**src/sv/joystick_direction_qualifier_assert.svh**
```systemverilog
// Assertion macros for the joystick direction qualifier.
// Used by joystick_direction_qualifier.sv; no other dependencies.
`ifndef JOYSTICK_DIRECTION_QUALIFIER_ASSERT_SVH
`define JOYSTICK_DIRECTION_QUALIFIER_ASSERT_SVH

// The consequent must hold in the same cycle as the antecedent.
`define JDQ_ASSERT_SAME(label, clk, rst, ante, cons, msg) \
   label: assert property (@(posedge clk) disable iff (rst) (ante) |-> (cons)) \
      else $error(msg);

// The consequent must hold in the cycle after the antecedent.
`define JDQ_ASSERT_NEXT(label, clk, rst, ante, cons, msg) \
   label: assert property (@(posedge clk) disable iff (rst) (ante) |=> (cons)) \
      else $error(msg);

`endif

```
**src/sv/jdq_pkg.sv**
```systemverilog
// Shared types and constants for the joystick direction qualifier.
// No dependencies.
`timescale 1ns / 1ps

package jdq_pkg;

   typedef enum logic [2:0] {
      DIR_STOP    = 3'd0,
      DIR_FORWARD = 3'd1,
      DIR_BACK    = 3'd2,
      DIR_LEFT    = 3'd3,
      DIR_RIGHT   = 3'd4
   } dir_type;

   localparam int CSR_INDEX_WIDTH = 2;
   localparam int CSR_DATA_WIDTH  = 16;

   typedef logic [CSR_INDEX_WIDTH-1:0] csr_index_type;

   localparam csr_index_type CSR_DEADZONE_LIMIT      = 2'd0;
   localparam csr_index_type CSR_DIRECTION_THRESHOLD = 2'd1;
   localparam csr_index_type CSR_ENGAGE_LEVEL        = 2'd2;
   localparam csr_index_type CSR_HOLD_LEVEL          = 2'd3;

   localparam logic [15:0] DEADZONE_LIMIT_RESET      = 16'd4916;
   localparam logic [15:0] DIRECTION_THRESHOLD_RESET = 16'd9830;
   localparam logic [7:0]  ENGAGE_LEVEL_RESET        = 8'd180;
   localparam logic [7:0]  HOLD_LEVEL_RESET          = 8'd150;

   // Stick path result handed from the stick logic to the top level.
   typedef struct packed {
      logic signed [15:0] axis_x;
      logic signed [16:0] axis_y;
      dir_type            direction;
      logic               active;
   } stick_result_type;

endpackage

```
**src/sv/jdq_stick.sv**
```systemverilog
// Stick path of the joystick direction qualifier: deadzone, vertical
// inversion and dominant axis direction. Depends on jdq_pkg.
`timescale 1ns / 1ps

module jdq_stick (
   input  logic signed [15:0]       stick_x,
   input  logic signed [15:0]       stick_y,
   input  logic [15:0]              deadzone_limit,
   input  logic [15:0]              direction_threshold,
   output jdq_pkg::stick_result_type result
);
   import jdq_pkg::*;

   logic signed [16:0] x_wide;
   logic signed [16:0] y_wide;
   logic [16:0]        x_mag;
   logic [16:0]        y_mag;
   logic               x_kept;
   logic               y_kept;
   logic signed [15:0] x_dz;
   logic signed [16:0] y_neg;
   logic [16:0]        ax;
   logic [16:0]        ay;
   logic [16:0]        threshold_wide;
   dir_type            direction;

   assign x_wide = {stick_x[15], stick_x};
   assign y_wide = {stick_y[15], stick_y};

   // The most negative input has a magnitude of 32768, which needs 17 bits.
   assign x_mag = stick_x[15] ? 17'(-x_wide) : 17'(x_wide);
   assign y_mag = stick_y[15] ? 17'(-y_wide) : 17'(y_wide);

   assign x_kept = !(x_mag < {1'b0, deadzone_limit});
   assign y_kept = !(y_mag < {1'b0, deadzone_limit});

   assign x_dz  = x_kept ? stick_x : 16'sd0;
   assign y_neg = y_kept ? 17'(-y_wide) : 17'sd0;

   assign ax = x_kept ? x_mag : 17'd0;
   assign ay = y_kept ? y_mag : 17'd0;
   assign threshold_wide = {1'b0, direction_threshold};

   // On a tie the vertical axis decides.
   always_comb begin
      direction = DIR_STOP;
      if (ax > ay) begin
         if (ax > threshold_wide) begin
            direction = x_dz[15] ? DIR_LEFT : DIR_RIGHT;
         end
      end else begin
         if (ay > threshold_wide) begin
            direction = y_neg[16] ? DIR_FORWARD : DIR_BACK;
         end
      end
   end

   assign result.axis_x    = x_dz;
   assign result.axis_y    = y_neg;
   assign result.direction = direction;
   // A zero axis passes a zero deadzone, so activity looks at the values themselves.
   assign result.active    = (x_dz != 16'sd0) || (y_neg != 17'sd0);

endmodule

```
**src/sv/jdq_trigger.sv**
```systemverilog
// Press/release hysteresis for one analog trigger with rising edge report.
// No package dependencies; holds its own state.
`timescale 1ns / 1ps

module jdq_trigger (
   input  logic       clock,
   input  logic       reset,
   input  logic       connected,
   input  logic       advance,
   input  logic [7:0] level,
   input  logic [7:0] engage_level,
   input  logic [7:0] hold_level,
   output logic       rise
);
   logic held_ff;
   logic held_in;
   logic pressed;

   assign pressed = held_ff ? (level > hold_level) : (level > engage_level);
   assign rise    = connected && pressed && !held_ff;

   // A disconnected poll leaves the held state alone.
   assign held_in = (advance && connected) ? pressed : held_ff;

   always_ff @(posedge clock) begin
      if (reset) begin
         held_ff <= 1'b0;
      end else begin
         held_ff <= held_in;
      end
   end

endmodule

```
**src/sv/joystick_direction_qualifier.sv**
```systemverilog
// Joystick direction qualifier. Each request transaction is one controller
// poll; each poll yields exactly one response transaction. A poll is taken
// into an input register, evaluated by the stick and trigger logic, and the
// response lands in an output register. One poll is accepted every clock while
// the response side keeps up; req_stall follows rsp_stall in the same cycle
// when both registers are full. The user must write configuration registers
// only while no poll is in flight; the block does not enforce this. Depends on
// jdq_pkg, jdq_stick, jdq_trigger and joystick_direction_qualifier_assert.svh.
`timescale 1ns / 1ps
`include "joystick_direction_qualifier_assert.svh"

module joystick_direction_qualifier (
   input  logic                               clock,
   input  logic                               reset,
   input  logic                               csr_we,
   input  logic [jdq_pkg::CSR_INDEX_WIDTH-1:0] csr_index,
   input  logic [jdq_pkg::CSR_DATA_WIDTH-1:0]  csr_data,
   input  logic                               req_valid,
   output logic                               req_stall,
   input  logic                               req_connected,
   input  logic signed [15:0]                 req_stick_x,
   input  logic signed [15:0]                 req_stick_y,
   input  logic [7:0]                         req_left_trigger,
   input  logic [7:0]                         req_right_trigger,
   output logic                               rsp_valid,
   input  logic                               rsp_stall,
   output logic signed [15:0]                 rsp_axis_x,
   output logic signed [16:0]                 rsp_axis_y,
   output logic [2:0]                         rsp_direction,
   output logic                               rsp_direction_changed,
   output logic                               rsp_stick_active,
   output logic                               rsp_active_changed,
   output logic                               rsp_slow_down_event,
   output logic                               rsp_speed_up_event
);
   import jdq_pkg::*;

   // Configuration registers.
   logic [15:0] deadzone_limit_ff;
   logic [15:0] direction_threshold_ff;
   logic [7:0]  engage_level_ff;
   logic [7:0]  hold_level_ff;

   // Input register.
   logic               s1_valid_ff;
   logic               s1_valid_in;
   logic               s1_connected_ff;
   logic signed [15:0] s1_stick_x_ff;
   logic signed [15:0] s1_stick_y_ff;
   logic [7:0]         s1_left_trigger_ff;
   logic [7:0]         s1_right_trigger_ff;

   // Poll state.
   dir_type last_dir_ff;
   dir_type last_dir_in;
   logic    active_ff;
   logic    active_in;

   // Output register.
   logic               rsp_valid_ff;
   logic               rsp_valid_in;
   logic signed [15:0] rsp_axis_x_ff;
   logic signed [16:0] rsp_axis_y_ff;
   dir_type            rsp_direction_ff;
   logic               rsp_direction_changed_ff;
   logic               rsp_stick_active_ff;
   logic               rsp_active_changed_ff;
   logic               rsp_slow_down_event_ff;
   logic               rsp_speed_up_event_ff;

   logic               req_accept;
   logic               out_free;
   logic               s1_advance;
   stick_result_type   stick;
   logic               left_rise;
   logic               right_rise;

   logic signed [15:0] res_axis_x;
   logic signed [16:0] res_axis_y;
   dir_type            res_direction;
   logic               res_direction_changed;
   logic               res_stick_active;
   logic               res_active_changed;

   assign out_free   = !rsp_valid_ff || !rsp_stall;
   assign s1_advance = s1_valid_ff && out_free;
   assign req_stall  = s1_valid_ff && !out_free;
   assign req_accept = req_valid && !req_stall;

   always_ff @(posedge clock) begin
      if (reset) begin
         deadzone_limit_ff      <= DEADZONE_LIMIT_RESET;
         direction_threshold_ff <= DIRECTION_THRESHOLD_RESET;
         engage_level_ff        <= ENGAGE_LEVEL_RESET;
         hold_level_ff          <= HOLD_LEVEL_RESET;
      end else if (csr_we) begin
         case (csr_index)
            CSR_DEADZONE_LIMIT: begin
               deadzone_limit_ff <= csr_data[15:0];
            end
            CSR_DIRECTION_THRESHOLD: begin
               direction_threshold_ff <= csr_data[15:0];
            end
            CSR_ENGAGE_LEVEL: begin
               engage_level_ff <= csr_data[7:0];
            end
            CSR_HOLD_LEVEL: begin
               hold_level_ff <= csr_data[7:0];
            end
            default: begin
            end
         endcase
      end
   end

   always_comb begin
      if (req_accept) begin
         s1_valid_in = 1'b1;
      end else if (s1_advance) begin
         s1_valid_in = 1'b0;
      end else begin
         s1_valid_in = s1_valid_ff;
      end
   end

   always_ff @(posedge clock) begin
      if (reset) begin
         s1_valid_ff <= 1'b0;
      end else begin
         s1_valid_ff <= s1_valid_in;
      end
   end

   always_ff @(posedge clock) begin
      if (req_accept) begin
         s1_connected_ff     <= req_connected;
         s1_stick_x_ff       <= req_stick_x;
         s1_stick_y_ff       <= req_stick_y;
         s1_left_trigger_ff  <= req_left_trigger;
         s1_right_trigger_ff <= req_right_trigger;
      end
   end

   jdq_stick u_stick (
      .stick_x             (s1_stick_x_ff),
      .stick_y             (s1_stick_y_ff),
      .deadzone_limit      (deadzone_limit_ff),
      .direction_threshold (direction_threshold_ff),
      .result              (stick)
   );

   jdq_trigger u_left (
      .clock        (clock),
      .reset        (reset),
      .connected    (s1_connected_ff),
      .advance      (s1_advance),
      .level        (s1_left_trigger_ff),
      .engage_level (engage_level_ff),
      .hold_level   (hold_level_ff),
      .rise         (left_rise)
   );

   jdq_trigger u_right (
      .clock        (clock),
      .reset        (reset),
      .connected    (s1_connected_ff),
      .advance      (s1_advance),
      .level        (s1_right_trigger_ff),
      .engage_level (engage_level_ff),
      .hold_level   (hold_level_ff),
      .rise         (right_rise)
   );

   // A disconnected poll forces stop and repeats the stored active flag.
   always_comb begin
      if (s1_connected_ff) begin
         res_axis_x         = stick.axis_x;
         res_axis_y         = stick.axis_y;
         res_direction      = stick.direction;
         res_stick_active   = stick.active;
         res_active_changed = stick.active != active_ff;
      end else begin
         res_axis_x         = 16'sd0;
         res_axis_y         = 17'sd0;
         res_direction      = DIR_STOP;
         res_stick_active   = active_ff;
         res_active_changed = 1'b0;
      end
      res_direction_changed = res_direction != last_dir_ff;
   end

   assign last_dir_in = s1_advance ? res_direction : last_dir_ff;
   assign active_in   = (s1_advance && s1_connected_ff) ? stick.active : active_ff;

   always_ff @(posedge clock) begin
      if (reset) begin
         last_dir_ff <= DIR_STOP;
         active_ff   <= 1'b0;
      end else begin
         last_dir_ff <= last_dir_in;
         active_ff   <= active_in;
      end
   end

   always_comb begin
      if (s1_advance) begin
         rsp_valid_in = 1'b1;
      end else if (!rsp_stall) begin
         rsp_valid_in = 1'b0;
      end else begin
         rsp_valid_in = rsp_valid_ff;
      end
   end

   always_ff @(posedge clock) begin
      if (reset) begin
         rsp_valid_ff <= 1'b0;
      end else begin
         rsp_valid_ff <= rsp_valid_in;
      end
   end

   always_ff @(posedge clock) begin
      if (s1_advance) begin
         rsp_axis_x_ff            <= res_axis_x;
         rsp_axis_y_ff            <= res_axis_y;
         rsp_direction_ff         <= res_direction;
         rsp_direction_changed_ff <= res_direction_changed;
         rsp_stick_active_ff      <= res_stick_active;
         rsp_active_changed_ff    <= res_active_changed;
         rsp_slow_down_event_ff   <= left_rise;
         rsp_speed_up_event_ff    <= right_rise;
      end
   end

   assign rsp_valid             = rsp_valid_ff;
   assign rsp_axis_x            = rsp_axis_x_ff;
   assign rsp_axis_y            = rsp_axis_y_ff;
   assign rsp_direction         = rsp_direction_ff;
   assign rsp_direction_changed = rsp_direction_changed_ff;
   assign rsp_stick_active      = rsp_stick_active_ff;
   assign rsp_active_changed    = rsp_active_changed_ff;
   assign rsp_slow_down_event   = rsp_slow_down_event_ff;
   assign rsp_speed_up_event    = rsp_speed_up_event_ff;

   // The stored direction always matches the most recent response.
   `JDQ_ASSERT_SAME(a_last_dir_tracks_rsp, clock, reset, rsp_valid_ff,
      rsp_direction_ff == last_dir_ff, "stored direction differs from response")
   `JDQ_ASSERT_NEXT(a_advance_fills_rsp, clock, reset, s1_advance,
      rsp_valid_ff, "evaluated poll did not reach the output register")
   `JDQ_ASSERT_SAME(a_empty_input_no_stall, clock, reset, !s1_valid_ff,
      !req_stall, "request stalled while the input register is empty")
   `JDQ_ASSERT_SAME(a_nonzero_axis_active, clock, reset,
      rsp_valid_ff && (rsp_axis_x_ff != 16'sd0 || rsp_axis_y_ff != 17'sd0),
      rsp_stick_active_ff, "nonzero axis reported with the stick inactive")
   `JDQ_ASSERT_SAME(a_direction_needs_active, clock, reset,
      rsp_valid_ff && rsp_direction_ff != DIR_STOP,
      rsp_stick_active_ff, "direction reported with the stick inactive")

endmodule
```
**config.mk**
```make
export PLATFORM = sky130hd
export DESIGN_NAME = joystick_direction_qualifier
export DESIGN_NICKNAME = d
export VERILOG_FILES = /design/src/sv/jdq_pkg.sv /design/src/sv/jdq_stick.sv /design/src/sv/jdq_trigger.sv /design/src/sv/joystick_direction_qualifier.sv
export VERILOG_INCLUDE_DIRS = /design/src /design/src/sv
export SDC_FILE = /design/constraint.sdc
export NUM_CORES = 1
export LEC_CHECK = 0
export BUFFER_PORTS_ARGS = -buffer_cell sky130_fd_sc_hd__clkbuf_2
export CELL_PAD_IN_SITES_DETAIL_PLACEMENT = 0
export CELL_PAD_IN_SITES_GLOBAL_PLACEMENT = 2
export CORE_UTILIZATION = 38
export DETAILED_ROUTE_END_ITERATION = 8
export PLACE_DENSITY_LB_ADDON = 0.15
export SLEW_MARGIN = 0
export SYNTH_ARGS = -nofsm -noshare
export SYNTH_HDL_FRONTEND = slang
export SYNTH_SLANG_ARGS = --single-unit
```
**constraint.sdc**
```tcl
create_clock -name clock -period 10.92 [get_ports clock]
set_clock_uncertainty 0.05 [all_clocks]
set_input_delay 0.546 -clock clock [delete_from_list [all_inputs] [get_ports clock]]
set_output_delay 0.546 -clock clock [all_outputs]
set_load 0.05 [all_outputs]
```
==> results of run 1 <==
==> area by class of cell <==
type | count | area [sq um]
Clock inverter | 11 | 123
Timing Repair Buffer | 119 | 608
Clock buffer | 21 | 483
Tap cell | 285 | 357
Fill cell | 2201 | 12300
Sequential cell | 146 | 3820
Inverter | 74 | 278
Multi-Input combinational cell | 664 | 4620
==> layer usage <==
metal / up-vias / track usage (%) / part of all wire, %
met5: - / 0 / 0
met4: 0 / 5.95 / 1.3
met3: 17 / 2.90 / 3.3
met2: 119 / 32.3 / 45
met1: 3133 / 28.6 / 50
li1: 3457 / - / -
==> synthesized netlist by cell type, types with 18 or more instances <==
cell type,number,area [sq um]
o21ai_0,27,135
a21oi_1,56,280
nor3_1,18,90.1
nor2_1,71,267
clkbuf_1,25,93.8
edfxtp_1,90,2700
nand4_1,18,113
inv_1,74,278
a211o_1,19,166
a21o_1,21,158
dfxtp_1,56,1120
xnor2_1,35,307
nand3_1,23,115
nor2b_1,24,150
nand2_1,110,413
ha_1,113,1410
==> flip-flops by register name, summed over array words and instances, names as in the netlist, 3 cells and up <==
register and flops:
direction_threshold_ff 16, rsp_axis_x 16, deadzone_limit_ff 16, last_dir_ff 3, rsp_axis_y 17, s1_right_trigger_ff 8, s1_stick_y_ff 16, rsp_direction 3
hold_level_ff 8, s1_left_trigger_ff 8, s1_stick_x_ff 16, engage_level_ff 8
==> worst max-delay path: cells and delay by family, from the launching register on <==
kind            cells  cell delay (ns)
flops               1             0.48
simple gates        7             1.57
compound gates     10             2.25
fa+ha+maj           3             0.87
mux                 1             0.37
xor+xnor            2             0.42
buf+inv             2             0.32
==> kinds of logic after synthesis <==
| family | synth area share [%] |
|---|---|
| AOI/OAI and AO/OA | 12.1 |
| and+or+nand+nor | 19.3 |
| adders and majority gates | 16.1 |
| DFF | 43.5 |
| buffers and inverters | 4.27 |
| xor gates and xnor gates | 4.28 |
| other | 0.0426 |
| muxes | 0.469 |
==> metrics by stage <==
step                cell area (sq um)  utilization (%)  power [mW]  setup WS (ns)  instances
finish                          10300             45.5        1.60           4.33       1320
global route                    10300             45.5        1.68           3.80       1320
CTS                             10300             45.5        1.62           4.32       1320
detailed placement               9690             42.8        1.01           4.36       1288
global placement                 9690             42.8        1.01           4.29       1288
floorplan                        8800                -       0.904           5.13        910
==> where the power goes <==
group / switching [mW] / total (mW) / internal [mW]
clock network: 0.238 / 0.604 / 0.365
registers: 0.0224 / 0.643 / 0.621
logic: 0.223 / 0.355 / 0.131
==> how the worst max path moves through the flow <==
stage,to,cells after the start
after detailed placement,rsp_direction_changed,25
after CTS,rsp_direction_changed,25
final,rsp_direction_changed,25
after global routing,rsp_direction_changed,25
after floorplan,rsp_direction_changed,23
after global placement,rsp_direction_changed,25
==> results.json, run 1 <==
{
  "start_util_pct": 38.9,
  "via_per_inst": 5.10,
  "netlist_area_sq_mm": 0.00880,
  "cp_max_fo": 19,
  "drc": 0,
  "drv_cap": 0,
  "synth.ff_latch_count": 146,
  "final_common_cell": "clkbuf_2",
  "r2r_cells": 25,
  "crit_required_ns": 11.03,
  "startpoint": "s1_stick_y_ff[0]",
  "cp_common_cell": "a21o_1",
  "grt_setup_unrepaired": "false",
  "grt_pass1_vias": 6549,
  "grt_pass1_wl_um": 36400,
  "fp.dieW_um": 154,
  "ir_drop_v": 0.0000878,
  "drive_above_1_share_pct": 16.5,
  "grt_usage_pct": 20.3,
  "min_from": "req_left_trigger[4]",
  "clock_sinks": 146,
  "nets": 1207,
  "die_area_sq_mm": 0.0238,
  "cp_slowest_cell": "a2111oi_0",
  "drv_slew": 0,
  "hold_class": "in2reg",
  "fin_setup_tns_ns": 0,
  "period_needed_ns": 6.59,
  "clockBufferDepth": 2,
  "cts_tree": "built",
  "r2r_start": "s1_stick_y_ff[0]",
  "power_density_mw_per_mm2": 156,
  "min_path_cells": 1,
  "ant_nets": 0,
  "leakage_nw": 4.59,
  "holdPathEnd": "s1_left_trigger_ff[4]",
  "hold_ws_ns": 0.229,
  "num_rows": 55,
  "boundaryPins": 115,
  "synth_fp_nets": 1095,
  "status": "finished clean",
  "place.gp.congestion": 0.853,
  "core_area_sq_mm": 0.0226,
  "synth_area_per_cell_sq_um": 9.67,
  "finalCritPeriodShare_pct": 60.4,
  "r2r_slack_ns": 4.33,
  "antenna-diode-count": 0,
  "first_iter_violations": 457,
  "yosysWarnings": 0,
  "setup_viol_count_final": 0,
  "cp-start-kind": "register",
  "yosysSeqAreaShare_pct": 43.5,
  "route.vias.total": 6726,
  "ys.flop_type": "edfxtp_1",
  "synth_edf_count": 90,
  "routedWlPerCell_um": 17.6,
  "postCtsSetupBuffers": 0,
  "gr-total-overflow": 0,
  "cts_resized": 0,
  "cts-root-buf": "clkbuf_16",
  "drtPass1Iterations": 5,
  "die-height_um": 154,
  "syn2layout_area_growth_pct": 17.0,
  "port_buffers": 114,
  "cp.arrival_ns": 6.71,
  "critPathKind": "reg2reg",
  "grt_max_degree": 57,
  "synth.lib_cells_used.distinct": 63,
  "timing_hold_violations_final": 0,
  "clkSlewWorstSetupHoldPaths_ns": 0.07,
  "numCtsBuffers": 17,
  "critical-path-max-stage-delay_ns": 0.58,
  "slew_headroom_pct": 42.6,
  "clk_latency_ns": 0.43,
  "fmax_mhz": 152,
  "worst-slew-pin-transition_ns": 0.862,
  "synth_cells": 910,
  "hold_buffers": 0,
  "final_cell_mix": "clkbuf_2 (114), ha_1 (113), nand2_1 (110)",
  "place_hpwl_um": 18300,
  "wirelength_um": 23300,
  "cp-end-kind": "register",
  "reg2reg_to": "rsp_direction_changed",
  "antenna_found_initial": 0,
  "h-tree-depth": 4,
  "async_reset_ff_share_pct": 0
}
(Power assumes the default switching activity.)
==> run 2, diff against run 1 <==
--- a/config.mk
+++ b/config.mk
@@ -6,10 +6,11 @@
 export SDC_FILE = /design/constraint.sdc
 export NUM_CORES = 1
 export LEC_CHECK = 0
+export ABC_AREA = 1
 export BUFFER_PORTS_ARGS = -buffer_cell sky130_fd_sc_hd__clkbuf_2
 export CELL_PAD_IN_SITES_DETAIL_PLACEMENT = 0
 export CELL_PAD_IN_SITES_GLOBAL_PLACEMENT = 2
-export CORE_UTILIZATION = 38
+export CORE_UTILIZATION = 35
 export DETAILED_ROUTE_END_ITERATION = 8
 export PLACE_DENSITY_LB_ADDON = 0.15
 export SLEW_MARGIN = 0
==> constraint.sdc (replaced) <==
create_clock -name clock -period 6.8 [get_ports clock]
set_clock_uncertainty 0.05 [all_clocks]
set_input_delay 0.34 -clock clock [delete_from_list [all_inputs] [get_ports clock]]
set_output_delay 0.34 -clock clock [all_outputs]
set_load 0.05 [all_outputs]
==> run 2 against run 1 <==
Combinational power grew 63%; register-to-register slack lost 3.5 ns; sequential cell count is the same; die area grew 9.6%; setup slack lost 3.5 ns; via count grew 6.2%; sequential share of layout area shrank 0.60 points; largest cell class unchanged; highest routed layer unchanged.
==> results.json, run 2 <==
{
  "status": "finished clean",
  "final_cell_mix": "nand2_1 (202), inv_1 (167), clkbuf_2 (114)",
  "gr-total-overflow": 0,
  "cp_num_buf_inv": 2,
  "drive_above_1_share_pct": 15.4,
  "nets": 1346,
  "port_buffers": 114,
  "finalCritPeriodShare_pct": 88.3,
  "hold_ws_ns": 0.0236,
  "final_common_cell": "nand2_1",
  "cp_slowest_cell": "nand3_2",
  "layoutNonFillerInstCount": 1498,
  "seq_area_sq_mm": 0.00382,
  "critPathKind": "reg2reg",
  "grt_pass1_vias": 6837,
  "synthTopCellsByArea": "edfxtp_1 (30%), ha_1 (16%), dfxtp_1 (13%)",
  "synth_edf_count": 90,
  "async_reset_ff_share_pct": 0,
  "fmax_mhz": 167,
  "clkSlewWorstSetupHoldPaths_ns": 0.07,
  "dp.cells": 1460,
  "worst-slew-pin-transition_ns": 1.07,
  "crit_family": "simple AND/OR/NAND/NOR gates",
  "period_needed_ns": 6.00,
  "clockBufferDepth": 2,
  "die_area_sq_mm": 0.0260,
  "postLayoutCoreUtil_pct": 42.5,
  "yosysWarnings": 0,
  "timing_hold_violations_final": 0,
  "start_util_pct": 36.1,
  "fp.dieW_um": 161,
  "synth_cells": 1039,
  "largest_reg_flops": 17,
  "first_iter_violations": 361,
  "die-height_um": 161,
  "antenna-diode-count": 0,
  "yosysSeqAreaShare_pct": 43.0,
  "drv_slew": 0,
  "place.gp.congestion": 0.862,
  "grt_usage_pct": 19.8,
  "clk_latency_ns": 0.44,
  "drc": 0,
  "grt_setup_unrepaired": "false",
  "power_density_mw_per_mm2": 242,
  "post-synth-top-area-cell": "edfxtp_1",
  "cts-root-buf": "clkbuf_16",
  "synth.ff_latch_count": 146,
  "place_hpwl_um": 20000,
  "core_area_sq_mm": 0.0246,
  "wirelength_um": 24700,
  "postCtsSetupBuffers": 0,
  "yosys.cell_count.top_type": "nand2_1",
  "crit_required_ns": 6.94,
  "syn2layout_area_growth_pct": 17.7,
  "setup_viol_count_final": 0,
  "n_fill_cell": 2519,
  "synth_fp_nets": 1224,
  "ant_nets": 0,
  "fin_setup_tns_ns": 0,
  "grt_max_degree": 50,
  "ir_drop_v": 0.000133,
  "h-tree-depth": 4,
  "ys.flop_type": "edfxtp_1",
  "cp.arrival_ns": 6.14,
  "cts_tree": "built",
  "routedWlPerCell_um": 16.5,
  "route.vias.total": 7144,
  "synth.lib_cells_used.distinct": 48,
  "cp_common_cell": "nand2_1",
  "critical-path-max-stage-delay_ns": 0.55,
  "leakage_nw": 5.18,
  "synth_common_cells": "nand2_1 (202), inv_1 (168), ha_1 (113)",
  "netlist_area_sq_mm": 0.00889,
  "grt_pass1_wl_um": 38500,
  "cp-end-kind": "register",
  "yosysTopAreaCellShare_pct": 30.4,
  "multiInputGateArea_sq_mm": 0.00433,
  "numCtsBuffers": 17,
  "boundaryPins": 115,
  "via_per_inst": 4.77,
  "hold_class": "in2reg",
  "drv_cap": 0,
  "synth_area_per_cell_sq_um": 8.56,
  "cp-start-kind": "register",
  "num_rows": 57,
  "drtPass1Iterations": 5,
  "antenna_found_initial": 0,
  "cp_max_fo": 32,
  "clock_sinks": 146,
  "power_mw": 2.54,
  "slew_headroom_pct": 28.2
}
==> run 2: changes by cell type after synthesis, moves of 9 or more <==
cell,before,now
xor2_1,8,17
nand2_1,110,202
xnor2_1,35,4
nand3_1,23,40
a211o_1,19,0
inv_1,74,168
a21o_1,21,3
and2_1,15,0
a21oi_1,56,81
nor2b_1,24,0
o211ai_1,0,19
o21ai_0,27,64
==> run 2: worst reg2reg max path: cells and delay by family (launching register included) <==
family                     cells  cell delay (ns)
and+or+nand+nor               17             2.63
xor gates and xnor gates       1             0.09
DFF                            1             0.44
adders and majority gates      3             0.86
AOI/OAI and AO/OA              6             1.55
buffers and inverters          2             0.16
==> run 2: through the flow <==
stage	worst slack (ns)	instance area, sq um
3_3_place_gp	0.842	9830
5_1_grt	0.290	10500
3_5_place_dp	0.925	9830
2_1_floorplan	1.97	8890
6_report	0.796	10500
4_1_cts	0.892	10400
==> run 2: final cells by class <==
type | instances | share of cell area [%]
Sequential cell | 146 | 36.5
Inverter | 177 | 6.35
Clock inverter | 14 | 1.35
Tap cell | 324 | 3.87
Timing Repair Buffer | 126 | 6.46
Clock buffer | 18 | 4.10
Multi-Input combinational cell | 693 | 41.3
==> run 2: layer usage <==
layer	part of all wire, %	global-route usage (%)
met4	1.2	4.67
met3	3.5	4.08
met2	48	33.2
met1	47	26.2
met5	0	0
==> run 2: final timing paths <==
kind	from	cells after the start	slack [ns]	end
max	s1_stick_y_ff[0]	29	0.80	rsp_direction_changed
min	req_stick_y[7]	1	0.02	s1_stick_y_ff[7]
max reg2reg	s1_stick_y_ff[0]	29	0.80	rsp_direction_changed
min reg2reg	u_left.held_ff	2	0.43	u_left.held_ff
==> run 2: cells by family after synthesis <==
family                   synth area share (%)
AO/OA/AOI/OAI                            11.7
XOR/XNOR                                 2.07
adder cells (fa/ha/maj)                  15.9
buffers and inverters                    8.50
flip-flops                               43.0
other                                  0.0422
AND/OR/NAND/NOR                          18.8
==> run 2: power by group <==
part / total (mW) / internal (mW) / switching, mW
sequential: 1.03 / 0.997 / 0.0281
clock: 0.933 / 0.515 / 0.418
combinational: 0.577 / 0.186 / 0.392
total: 2.54 / 1.70 / 0.838
==> run 2: timing repair <==
item | CTS | global route
setup endpoints to repair | 0 | 0
resized for setup | 0 | 0
hold buffers | 0 | 6
endpoints found under the hold margin | 0 | 6
==> run 3, diff against run 2 <==
--- a/config.mk
+++ b/config.mk
@@ -10,6 +10,7 @@
 export BUFFER_PORTS_ARGS = -buffer_cell sky130_fd_sc_hd__clkbuf_2
 export CELL_PAD_IN_SITES_DETAIL_PLACEMENT = 0
 export CELL_PAD_IN_SITES_GLOBAL_PLACEMENT = 2
+export CORE_ASPECT_RATIO = 0.7
 export CORE_UTILIZATION = 35
 export DETAILED_ROUTE_END_ITERATION = 8
 export PLACE_DENSITY_LB_ADDON = 0.15
==> run 3 against run 2 <==
The run now ends with design-rule violations left; maximum frequency rose by 4.7%; utilization shrank 0.44 points; non-clock buffer count is 4 lower; design area fell by 0.23%; first-iteration DRC count increased by 44%; global-route usage rose by 0.94 points; total power rose by 0.83%; clock power grew 0.6%; largest power group unchanged.
==> results.json, run 3 (synthesis results as in run 2) <==
{
  "critical-path-max-stage-delay_ns": 0.45,
  "final_common_cell": "nand2_1",
  "min_path_cells": 1,
  "timing_hold_violations_final": 0,
  "fp.dieW_um": 193,
  "die-height_um": 135,
  "clk_latency_ns": 0.44,
  "drv_slew": 0,
  "grt_busiest_layer": "met1",
  "antenna-diode-count": 0,
  "cp.arrival_ns": 5.88,
  "met2_usage_pct": 26.0,
  "reg2reg_to": "rsp_direction_changed",
  "drv_cap": 0,
  "cts_resized": 0,
  "largest_reg_flops": 17,
  "clockBufferDepth": 2,
  "dp.cells": 1461,
  "fmax_mhz": 174,
  "gr-total-overflow": 0,
  "hold_ws_ns": 0.0230,
  "grt_usage_pct": 20.8,
  "cp_slowest_cell": "edfxtp_1",
  "via_per_inst": 4.78,
  "grt_max_degree": 48,
  "period_needed_ns": 5.73,
  "finalCritPeriodShare_pct": 84.3,
  "nets": 1342,
  "clkSlewWorstSetupHoldPaths_ns": 0.06,
  "drc": 14,
  "fin_setup_tns_ns": 0,
  "place_hpwl_um": 20700,
  "setup_viol_count_final": 0,
  "cts_tree": "built",
  "crit_required_ns": 6.94,
  "core_area_sq_mm": 0.0248,
  "first_iter_violations": 521,
  "syn2layout_area_growth_pct": 17.4,
  "status": "complete, but fails checks",
  "slew_headroom_pct": 26.4,
  "h-tree-depth": 4,
  "cp-end-kind": "register",
  "ir_drop_v": 0.000166,
  "violations": "design-rule violations",
  "antenna_found_initial": 0,
  "final_cell_mix": "nand2_1 (202), inv_1 (167), clkbuf_2 (114)",
  "wirelength_um": 25700,
  "drive_above_1_share_pct": 15.2,
  "cts-root-buf": "clkbuf_16",
  "cp-start-kind": "register",
  "die_area_sq_mm": 0.0261,
  "boundaryPins": 115,
  "port_buffers": 114,
  "cp_common_cell": "nand2_1",
  "start_util_pct": 35.9,
  "grt_pass1_wl_um": 39500,
  "grt_pass1_vias": 6645,
  "critPathKind": "reg2reg",
  "ant_nets": 0,
  "leakage_nw": 5.19,
  "routedWlPerCell_um": 17.2,
  "cp_max_fo": 24,
  "r2r_cells": 32,
  "numCtsBuffers": 17,
  "drtPass1Iterations": 7,
  "r2r_slack_ns": 1.07,
  "grtUsageMet1_pct": 34.8,
  "clock_sinks": 146,
  "place.gp.congestion": 0.883,
  "use_met3_pct": 4.20,
  "hold_class": "in2reg",
  "min_from": "req_right_trigger[2]",
  "r2r_start": "s1_stick_x_ff[2]",
  "grt_setup_unrepaired": "false",
  "route.vias.total": 7145,
  "layoutNonFillerInstCount": 1495,
  "holdPathEnd": "s1_right_trigger_ff[2]",
  "num_rows": 48,
  "power_density_mw_per_mm2": 245,
  "worst-slew-pin-transition_ns": 1.10
}
-- run 3: changes by cell type in the layout (fill, tap and decap cells not counted), moves of 2 or more --
cell           before  now
inv_6               6    0
clkinv_2            0    5
dlygate4sd3_1       6    2
clkbuf_1            1    4
clkbuf_16          17   20
clkinvlp_4          3    0
inv_8               2    0
-- run 3: report_power, final --
group | switching [mW] | internal [mW]
Combinational | 0.403 | 0.186
Sequential | 0.0311 | 0.997
Clock | 0.373 | 0.566
-- run 3: area by class of cell --
| cell class | instances | area [sq um] |
|---|---|---|
| well taps | 325 | 407 |
| clock inverters | 8 | 70.1 |
| clock buffers | 24 | 515 |
| inverters | 177 | 664 |
| repair buffers | 122 | 636 |
| multi-input cells | 693 | 4330 |
| fillers | 2568 | 14400 |
| flip-flops and latches | 146 | 3820 |
-- run 3: repair_timing --
item                                   4_1_cts  5_1_grt
hold buffers                                 0        2
buffers inserted                             0        0
endpoints found under the hold margin        0        2
-- run 3: through the flow --
step                      util [%]  power [mW]  instance area, sq um  setup WS (ns)
after floorplan                  -        1.44                  8890           1.97
after global placement        39.7        1.63                  9840           1.11
after detailed placement      39.7        1.63                  9840           1.09
after CTS                     42.0        2.58                 10400           1.05
after global routing          42.1        2.71                 10400          0.455
final                         42.1        2.56                 10400           1.07
-- run 3: worst max-delay path, delay by kind of cell, from the launching register on --
family	cells	cell delay [ns]
AOI/OAI and AO/OA	1	0.13
buffers and inverters	3	0.43
and+or+nand+nor	26	3.87
adders and majority gates	2	0.51
DFF	1	0.45
-- run 3: per-layer routing --
layer  part of all wire (%)  up-vias
met1                     57     3235
met5                      0        -
met3                    5.1       14
met4                   0.81        0
met2                     37      173
li1                       -     3723
-- run 3: worst max-delay path by stage --
stage | startpoint | endpoint | slack [ns]
3_3_place_gp | s1_stick_x_ff[2] | rsp_direction_changed | 1.11
3_5_place_dp | s1_stick_x_ff[2] | rsp_direction_changed | 1.09
5_1_grt | s1_stick_x_ff[2] | rsp_direction_changed | 0.45
4_1_cts | s1_stick_x_ff[2] | rsp_direction_changed | 1.05
2_1_floorplan | s1_stick_x_ff[2] | rsp_direction_changed | 1.97
6_report | s1_stick_x_ff[2] | rsp_direction_changed | 1.07
